[config.mk]
export PLATFORM = sky130hd
export DESIGN_NAME = efi_ctrl
export DESIGN_NICKNAME = d
export VERILOG_FILES = /design/src/sv/efi_pkg.sv /design/src/sv/efi_ctrl.sv
export SDC_FILE = /design/constraint.sdc
export NUM_CORES = 1
export LEC_CHECK = 0
export ABC_AREA = 0
export BUFFER_PORTS_ARGS = -buffer_cell sky130_fd_sc_hd__buf_4
export CAP_MARGIN = 15
export CORE_AREA = 10 10 80 82
export CTS_CLUSTER_SIZE = 24
export DETAILED_ROUTE_END_ITERATION = 7
export DIE_AREA = 0 0 90 92
export PLACE_DENSITY = 0.49
export RECOVER_POWER = 25
export SLEW_MARGIN = 40
export SYNTH_ARGS = -nofsm -noshare
export SYNTH_HDL_FRONTEND = slang
export SYNTH_SLANG_ARGS = --single-unit
export TNS_END_PERCENT = 30
[constraint.sdc]
create_clock -name clk -period 1.7 [get_ports clk]
set_input_delay 0.34 -clock clk [delete_from_list [all_inputs] [get_ports clk]]
set_output_delay 0.34 -clock clk [all_outputs]
set_load 0.05 [all_outputs]
[src/sv/efi_pkg.sv]
`timescale 1ns / 1ps
`default_nettype none

package efi_pkg;

  // Iteration budget per point and the counter that walks it.
  localparam int MAX_ITERATIONS = 128;
  localparam int ITER_W         = (MAX_ITERATIONS > 2) ? $clog2(MAX_ITERATIONS) : 1;
  localparam int STEP_W         = 7;

  // Q8.24 data, full products and the working width of unsaturated sums.
  localparam int DATA_W  = 32;
  localparam int OPND_W  = 33;
  localparam int PROD_W  = 64;
  localparam int FRAC_W  = 24;
  localparam int ACC_W   = 48;
  localparam int LIMIT_W = 31;
  localparam int MODE_W  = 3;

  typedef enum logic [MODE_W-1:0] {
    MODE_SQUARE   = 3'd0,
    MODE_CUBE     = 3'd1,
    MODE_JULIA    = 3'd2,
    MODE_SHIP     = 3'd3,
    MODE_SQ_MIN_Z = 3'd4,
    MODE_CUBE_SQ  = 3'd5
  } mode_t;

  typedef enum logic [2:0] {
    MUL_NONE,
    MUL_RE_RE,
    MUL_IM_IM,
    MUL_RE_IM,
    MUL_AR_RE,
    MUL_AI_IM,
    MUL_AR_IM,
    MUL_AI_RE
  } mul_sel_t;

  typedef enum logic [3:0] {
    ST_IDLE,
    ST_SQ_RE,
    ST_SQ_IM,
    ST_RI,
    ST_ADD,
    ST_C0,
    ST_C1,
    ST_C2,
    ST_C3,
    ST_C4,
    ST_UPD,
    ST_DONE
  } state_t;

  // Sequencer to datapath.
  typedef struct packed {
    mul_sel_t mul_sel;
    logic     ld_in;
    logic     cap_sqr;
    logic     cap_sqi;
    logic     cap_sum;
    logic     cap_cr0;
    logic     cap_cr1;
    logic     cap_ci0;
    logic     cap_ci1;
    logic     upd;
    logic     use_cube;
  } ctrl_t;

  // Datapath to sequencer.
  typedef struct packed {
    logic mag_over;
    logic cube_map;
    logic pre_step;
  } stat_t;

  // Modes six and seven fall back to the plain square map.
  function automatic mode_t decode_mode(input logic [MODE_W-1:0] code);
    mode_t m;
    case (code)
      3'd1:    m = MODE_CUBE;
      3'd2:    m = MODE_JULIA;
      3'd3:    m = MODE_SHIP;
      3'd4:    m = MODE_SQ_MIN_Z;
      3'd5:    m = MODE_CUBE_SQ;
      default: m = MODE_SQUARE;
    endcase
    return m;
  endfunction

  function automatic logic signed [DATA_W-1:0] sat32(input logic signed [ACC_W-1:0] x);
    logic signed [DATA_W-1:0] r;
    if ((&x[ACC_W-1:DATA_W-1]) || !(|x[ACC_W-1:DATA_W-1])) begin
      r = x[DATA_W-1:0];
    end else if (x[ACC_W-1]) begin
      r = {1'b1, {(DATA_W-1){1'b0}}};
    end else begin
      r = {1'b0, {(DATA_W-1){1'b1}}};
    end
    return r;
  endfunction

  // Arithmetic shift of a full product gives the floor of product / 2^24.
  function automatic logic signed [ACC_W-1:0] floor_q(input logic signed [PROD_W-1:0] p);
    return ACC_W'($signed(p[PROD_W-1:FRAC_W]));
  endfunction

  function automatic logic signed [ACC_W-1:0] ext_acc(input logic signed [DATA_W-1:0] x);
    return ACC_W'(x);
  endfunction

endpackage

`default_nettype wire

[src/sv/efi_ctrl.sv]
`timescale 1ns / 1ps
`default_nettype none

module efi_ctrl (
  input  wire logic                          clk,
  input  wire logic                          rst_n,
  input  wire logic                          in_valid,
  output logic                               in_ready,
  output logic                               out_valid,
  input  wire logic                          out_ready,
  output logic                               out_escaped,
  output logic [efi_pkg::STEP_W-1:0]         out_step,
  output efi_pkg::ctrl_t                     ctrl,
  input  wire efi_pkg::stat_t                stat
);
  import efi_pkg::*;

  localparam logic [ITER_W-1:0] ITER_LAST = ITER_W'(MAX_ITERATIONS - 1);

  state_t            state_r, state_nxt;
  logic [ITER_W-1:0] iter_r, iter_nxt;
  logic              chk_r, chk_nxt;
  logic              pre_r, pre_nxt;
  logic              res_esc_r, res_esc_nxt;
  logic [STEP_W-1:0] res_step_r, res_step_nxt;
  logic              out_valid_r, out_valid_nxt;
  logic              out_esc_r;
  logic [STEP_W-1:0] out_step_r;
  logic              finish, out_free;
  logic [ITER_W+STEP_W-1:0] iter_wide;

  // Step index reported modulo 2^STEP_W.
  assign iter_wide = {{STEP_W{1'b0}}, iter_r};
  assign finish    = chk_r && (stat.mag_over || (iter_r == ITER_LAST));
  assign out_free  = !out_valid_r || out_ready;

  assign in_ready    = (state_r == ST_IDLE);
  assign out_valid   = out_valid_r;
  assign out_escaped = out_esc_r;
  assign out_step    = out_step_r;

  // Next state.
  always_comb begin
    state_nxt = state_r;
    case (state_r)
      ST_IDLE:  if (in_valid) state_nxt = ST_SQ_RE;
      ST_SQ_RE: state_nxt = ST_SQ_IM;
      ST_SQ_IM: state_nxt = ST_RI;
      ST_RI:    state_nxt = ST_ADD;
      ST_ADD: begin
        if (finish) begin
          state_nxt = ST_DONE;
        end else if (stat.cube_map && !pre_r) begin
          state_nxt = ST_C0;
        end else begin
          state_nxt = ST_UPD;
        end
      end
      ST_C0:    state_nxt = ST_C1;
      ST_C1:    state_nxt = ST_C2;
      ST_C2:    state_nxt = ST_C3;
      ST_C3:    state_nxt = ST_C4;
      ST_C4:    state_nxt = ST_UPD;
      ST_UPD:   state_nxt = ST_SQ_RE;
      ST_DONE:  if (out_free) state_nxt = ST_IDLE;
      default:  state_nxt = ST_IDLE;
    endcase
  end

  // Datapath controls.
  always_comb begin
    ctrl          = '0;
    ctrl.mul_sel  = MUL_NONE;
    ctrl.use_cube = stat.cube_map && !pre_r;
    case (state_r)
      ST_IDLE:  ctrl.ld_in = in_valid;
      ST_SQ_RE: ctrl.mul_sel = MUL_RE_RE;
      ST_SQ_IM: begin
        ctrl.mul_sel = MUL_IM_IM;
        ctrl.cap_sqr = 1'b1;
      end
      ST_RI: begin
        ctrl.mul_sel = MUL_RE_IM;
        ctrl.cap_sqi = 1'b1;
      end
      ST_ADD:   ctrl.cap_sum = 1'b1;
      ST_C0:    ctrl.mul_sel = MUL_AR_RE;
      ST_C1: begin
        ctrl.mul_sel = MUL_AI_IM;
        ctrl.cap_cr0 = 1'b1;
      end
      ST_C2: begin
        ctrl.mul_sel = MUL_AR_IM;
        ctrl.cap_cr1 = 1'b1;
      end
      ST_C3: begin
        ctrl.mul_sel = MUL_AI_RE;
        ctrl.cap_ci0 = 1'b1;
      end
      ST_C4:    ctrl.cap_ci1 = 1'b1;
      ST_UPD:   ctrl.upd = 1'b1;
      default:  ctrl.mul_sel = MUL_NONE;
    endcase
  end

  // Iteration bookkeeping and result hand-off.
  always_comb begin
    iter_nxt      = iter_r;
    chk_nxt       = chk_r;
    pre_nxt       = pre_r;
    res_esc_nxt   = res_esc_r;
    res_step_nxt  = res_step_r;
    out_valid_nxt = out_valid_r;
    if (out_ready) out_valid_nxt = 1'b0;
    case (state_r)
      ST_IDLE: begin
        if (in_valid) begin
          iter_nxt = '0;
          chk_nxt  = 1'b0;
          pre_nxt  = stat.pre_step;
        end
      end
      ST_ADD: begin
        if (finish) begin
          res_esc_nxt  = stat.mag_over;
          res_step_nxt = stat.mag_over ? iter_wide[STEP_W-1:0] : '0;
        end else if (chk_r) begin
          iter_nxt = iter_r + 1'b1;
        end
      end
      ST_UPD: begin
        // The mode five pre-step is never tested.
        chk_nxt = chk_r || !pre_r;
        pre_nxt = 1'b0;
      end
      ST_DONE: begin
        if (out_free) out_valid_nxt = 1'b1;
      end
      default: iter_nxt = iter_r;
    endcase
  end

  always_ff @(posedge clk) begin
    if (!rst_n) begin
      state_r     <= ST_IDLE;
      out_valid_r <= 1'b0;
      iter_r      <= '0;
      chk_r       <= 1'b0;
      pre_r       <= 1'b0;
    end else begin
      state_r     <= state_nxt;
      out_valid_r <= out_valid_nxt;
      iter_r      <= iter_nxt;
      chk_r       <= chk_nxt;
      pre_r       <= pre_nxt;
    end
  end

  always_ff @(posedge clk) begin
    res_esc_r  <= res_esc_nxt;
    res_step_r <= res_step_nxt;
    if (state_r == ST_DONE && out_free) begin
      out_esc_r  <= res_esc_r;
      out_step_r <= res_step_r;
    end
  end

endmodule

`default_nettype wire

-- After elaboration in Yosys (flattened, before gate mapping)
Cells that the tools add are included.
- bits in registers: 30
- output and inout port bits: 23
- logic and storage cells: 67
- add/sub/neg operators: 1
- equality and inequality tests: 16
- muxes and demuxes: 26
- reductions and logical operators: 15
- operators by type and width (cell ; count):
    $pmux W4 S12 ; 1
    $mux W7 ; 3
    $pmux W3 S7 ; 1
    $eq A4 B3 Y1 const B ; 4
    $eq A4 B4 Y1 const B ; 4
    $mux W4 ; 4
    $mux W1 ; 14
    $pmux W7 S2 ; 1
    $eq A4 B2 Y1 const B ; 2
    $ne A2 B2 Y1 const B ; 4
    $add A7 B1 Y7 const B ; 1
    $eq A7 B7 Y1 const B ; 1
    $reduce_and A2 Y1 ; 3
    $eq A4 B1 Y1 const B ; 1
    $logic_not A4 Y1 ; 1
    $pmux W1 S2 ; 2
    $reduce_and A4 Y1 ; 1
    $reduce_bool A2 Y1 ; 2
    $logic_and A1 B1 Y1 ; 3
    $logic_or A1 B1 Y1 ; 3
    $logic_not A1 Y1 ; 2

-- Longest topological paths before layout
- depth after elaboration: 5
- gate-level depth with buffers: 7

-- Worst setup path after synthesis
No wires, ideal clock.
- path kind: register -> output
- start: register state_r[2]
- end: output ctrl[10] (netlist bit)
- arrival: 1938 ps
- required time: 1360 ps
- path slack: -578 ps
- cell stages (with the launch flop): 6
- path buffers: 1
- cell sequence: dfxtp_1 clkbuf_1 inv_1 nor2_1 a21oi_1 o21ai_0
- RTL lines (item ; line ; source):
    from (decl) ; efi_ctrl.sv:20 ; state_t state_r, state_nxt;
    from (signal assigned) ; efi_ctrl.sv:151 ; state_r <= state_nxt;
    to (decl) ; efi_ctrl.sv:13 ; output efi_pkg::ctrl_t ctrl,

==> flow_summary.json <==
{
  "rows": 26,
  "wire_per_inst_um": 12.8,
  "status": "completed",
  "holdPathEnd": "state_r[3]",
  "syn_nets": 144,
  "overflow": 0,
  "synth_top_flop_cell": "edfxtp_1",
  "synth_largest_area_cell": "edfxtp_1",
  "p_leak_uw": 0.000715,
  "clk_pin_slew_ps": 60,
  "antenna_found_initial": 0,
  "dp_hpwl_mm": 2.34,
  "netlist.area_leader.share_pct": 34.4,
  "rsz0062_at_grt": "yes",
  "fin_crit_sh_pct": 97.5,
  "n_antenna_cell": 0,
  "path_max_fanout": 10,
  "maxCapViolations": 0,
  "cts_made_buffers": 5,
  "min-delay-path-class": "in -> reg",
  "synthMuxAreaShare_pct": 0.716,
  "critical_path_arrival_ps": 1320,
  "drt-pass1-iter-count": 2,
  "clock-root-buffer": "clkbuf_8",
  "ys_ff_latch": 30,
  "layout-drive-gt1-share_pct": 39.3,
  "dieWidth_um": 90,
  "worstMarginPinSlew_ps": 384,
  "min-delay-start": "rst_n",
  "synth_area_per_cell_um2": 10.3,
  "grt_pass1_vias": 1101,
  "synth_top_family_by_area": "simple AND/OR/NAND/NOR gates",
  "ff2ff_path_depth": 5,
  "place.gp.congestion": 0.871,
  "ys_types": 39,
  "period_needed_ps": 1660,
  "powerDensity_nw_per_um2": 915,
  "worstSetupEndpointType": "output pin",
  "min_path_cells": 2,
  "port_buffers": 29,
  "crit_chain": "nand2b_1, buf_4, nor3_2, buf_6",
  "place_ws_ps": 1.60,
  "synth_compound_gate_area_share_pct": 14.5,
  "synth_area_leaders": "edfxtp_1 34%, dfxtp_1 20%, nor2_1 4.3%",
  "async_flop_share_pct": 0,
  "cp.required_ps": 1360,
  "vias_per_cell": 4.50,
  "drt-total-wl_mm": 3.18,
  "setup_viol": 0,
  "first_iter_violations": 41,
  "cts_tree": "built",
  "final_core_util_pct": 39.7,
  "synthToLayoutAreaGrowth_pct": 39.5,
  "netlist_area_um2": 1400,
  "cts_hold_buffers": 0,
  "ff2ff_setup_slack_ps": 110,
  "r2r-end": "iter_r[5]",
  "ios": 30,
  "slew_headroom_pct": 74.4,
  "setup_slack_ps": 42.2,
  "clk_latency_ps": 280,
  "gr-usage-all-layers_pct": 7.67,
  "grt_max_degree": 12,
  "synth-edff-count": 16,
  "drcViolationCount": 0,
  "max_freq_mhz": 603,
  "grt_pass1_wl_mm": 5.20,
  "vias": 1116,
  "synthSimpleGateAreaFrac_pct": 24.2,
  "h-tree-depth": 2,
  "die_y_um": 92,
  "fin_nets": 185,
  "synth-xor-area-share_pct": 0.627,
  "worstSetupStartpointType": "flop",
  "yosys_warnings": 0,
  "synth_fa_ha_area_share_pct": 0.895,
  "cts_sinks": 30,
  "ant_nets": 0,
  "ir_drop_mv": 0.587,
  "finClkSkew_ps": 3.92,
  "slew_viol_final": 0,
  "cts_buffer_depth": 2,
  "syn_inst": 136,
  "slowest_delay_ps": 390,
  "crit_type": "reg -> out",
  "fp.dieArea_um2": 8280,
  "hold_violations": 0,
  "timing.rr.start": "state_r[1]",
  "worst_path_max_delay_cell": "dfxtp_4",
  "core-area_um2": 4910,
  "yosysSeqAreaShare_pct": 54.4,
  "start_util_pct": 28.5
}
-- cell type report --
| cell class | count | area (µm²) |
|---|---|---|
| Sequential cell | 30 | 773 |
| Tap cell | 70 | 87.6 |
| Inverter | 8 | 30.0 |
| Multi-Input combinational cell | 93 | 639 |
| Fill cell | 485 | 2960 |
| Clock buffer | 5 | 68.8 |
| Timing Repair Buffer | 39 | 334 |
| Clock inverter | 3 | 16.3 |
-- cell families (layout without fill, tap and decap cells) --
| group | Yosys count | count (layout) |
|---|---|---|
| AOI/OAI and AO/OA | 28 | 28 |
| buffers and inverters | 13 | 55 |
| adders and majority gates | 1 | 1 |
| muxes | 1 | 1 |
| DFF | 30 | 30 |
| and+or+nand+nor | 62 | 62 |
| xor gates and xnor gates | 1 | 1 |
-- power breakdown --
group	switching, µW	internal [µW]
clock network	262	279
logic	269	159
registers	39.3	775
-- worst max-delay path by stage --
stage | start | endpoint | slack, ps | cells past startpoint
2_1_floorplan | state_r[1] | iter_r[4] | -370 | 5
3_3_place_gp | state_r[1] | iter_r[5] | 50 | 4
3_5_place_dp | state_r[1] | iter_r[5] | 2 | 4
4_1_cts | state_r[3] | ctrl[2] | -10 | 4
5_1_grt | state_r[0] | ctrl[8] | -30 | 4
6_report | state_r[0] | ctrl[8] | 40 | 4
-- cell usage in the layout (no fill, tap or decap), types with 2 or more instances in the layout --
cell type | Yosys | layout
a21oi_1 | 7 | 7
nor2b_1 | 3 | 3
nor3_1 | 3 | 2
a31oi_1 | 2 | 2
nand3_2 | 0 | 2
o21ai_0 | 5 | 3
buf_6 | 2 | 8
buf_4 | 0 | 28
nand2_1 | 10 | 9
nand3_1 | 7 | 5
inv_2 | 0 | 3
edfxtp_1 | 16 | 16
and2_0 | 0 | 6
dfxtp_4 | 0 | 3
clkbuf_8 | 0 | 5
nand2b_1 | 4 | 4
inv_1 | 8 | 5
dfxtp_1 | 14 | 10
nor2_4 | 0 | 4
and3_2 | 2 | 2
nor2_1 | 16 | 11
buf_8 | 0 | 2
o21ai_2 | 0 | 2
o21a_1 | 4 | 4
o41a_1 | 2 | 2
nand4_1 | 2 | 2
-- Yosys cell counts, drive strengths merged, types with 2 or more instances --
cell type	n
edfxtp	16
nor2	16
dfxtp	14
nand2	10
inv	8
a21oi	7
and2	7
nand3	7
o21ai	5
nand2b	4
o21a	4
buf	3
nor2b	3
nor3	3
a31oi	2
and3	2
clkbuf	2
nand4	2
o211ai	2
o41a	2
or3	2
-- metal layers --
layer  vias up  GRT usage, %  part of all wire (%)
met5         -             0                     0
met4         0          3.18                   1.5
met3         6          3.18                   4.5
met2        19          11.9                    47
met1       527          9.20                    47
li1        564             -                     -
-- stage by stage --
step,instance area (µm²),power [µW],TNS [ps],hold slack (ps),cells
2_1_floorplan,1420,1080,-7420,400,136
4_1_cts,1870,1760,-12.9,311,247
6_report,1950,1780,0,362,248
3_3_place_gp,1750,1190,0,406,238
3_5_place_dp,1750,1190,0,405,238
5_1_grt,1950,1880,-155,368,248
-- flip-flops by register name, summed over array words and instances (netlist names) --
signal       flops
chk_r            1
iter_r           7
out_escaped      1
out_step         7
out_valid        1
pre_r            1
res_esc_r        1
res_step_r       7
state_r          4
-- what timing repair did --
item	CTS	global route
gates cloned	0	0
pin swaps	1	2
setup buffers	1	1
gates resized for setup	13	22
endpoints found under the setup margin	13	10
-- worst max-delay path, delay by kind of cell (launching register included) --
| kind | cells | cell delay [ps] |
|---|---|---|
| buffers and inverters | 2 | 350 |
| flip-flops | 1 | 390 |
| AND/OR/NAND/NOR | 2 | 300 |
Note: power is estimated with default switching activity, not from simulation.
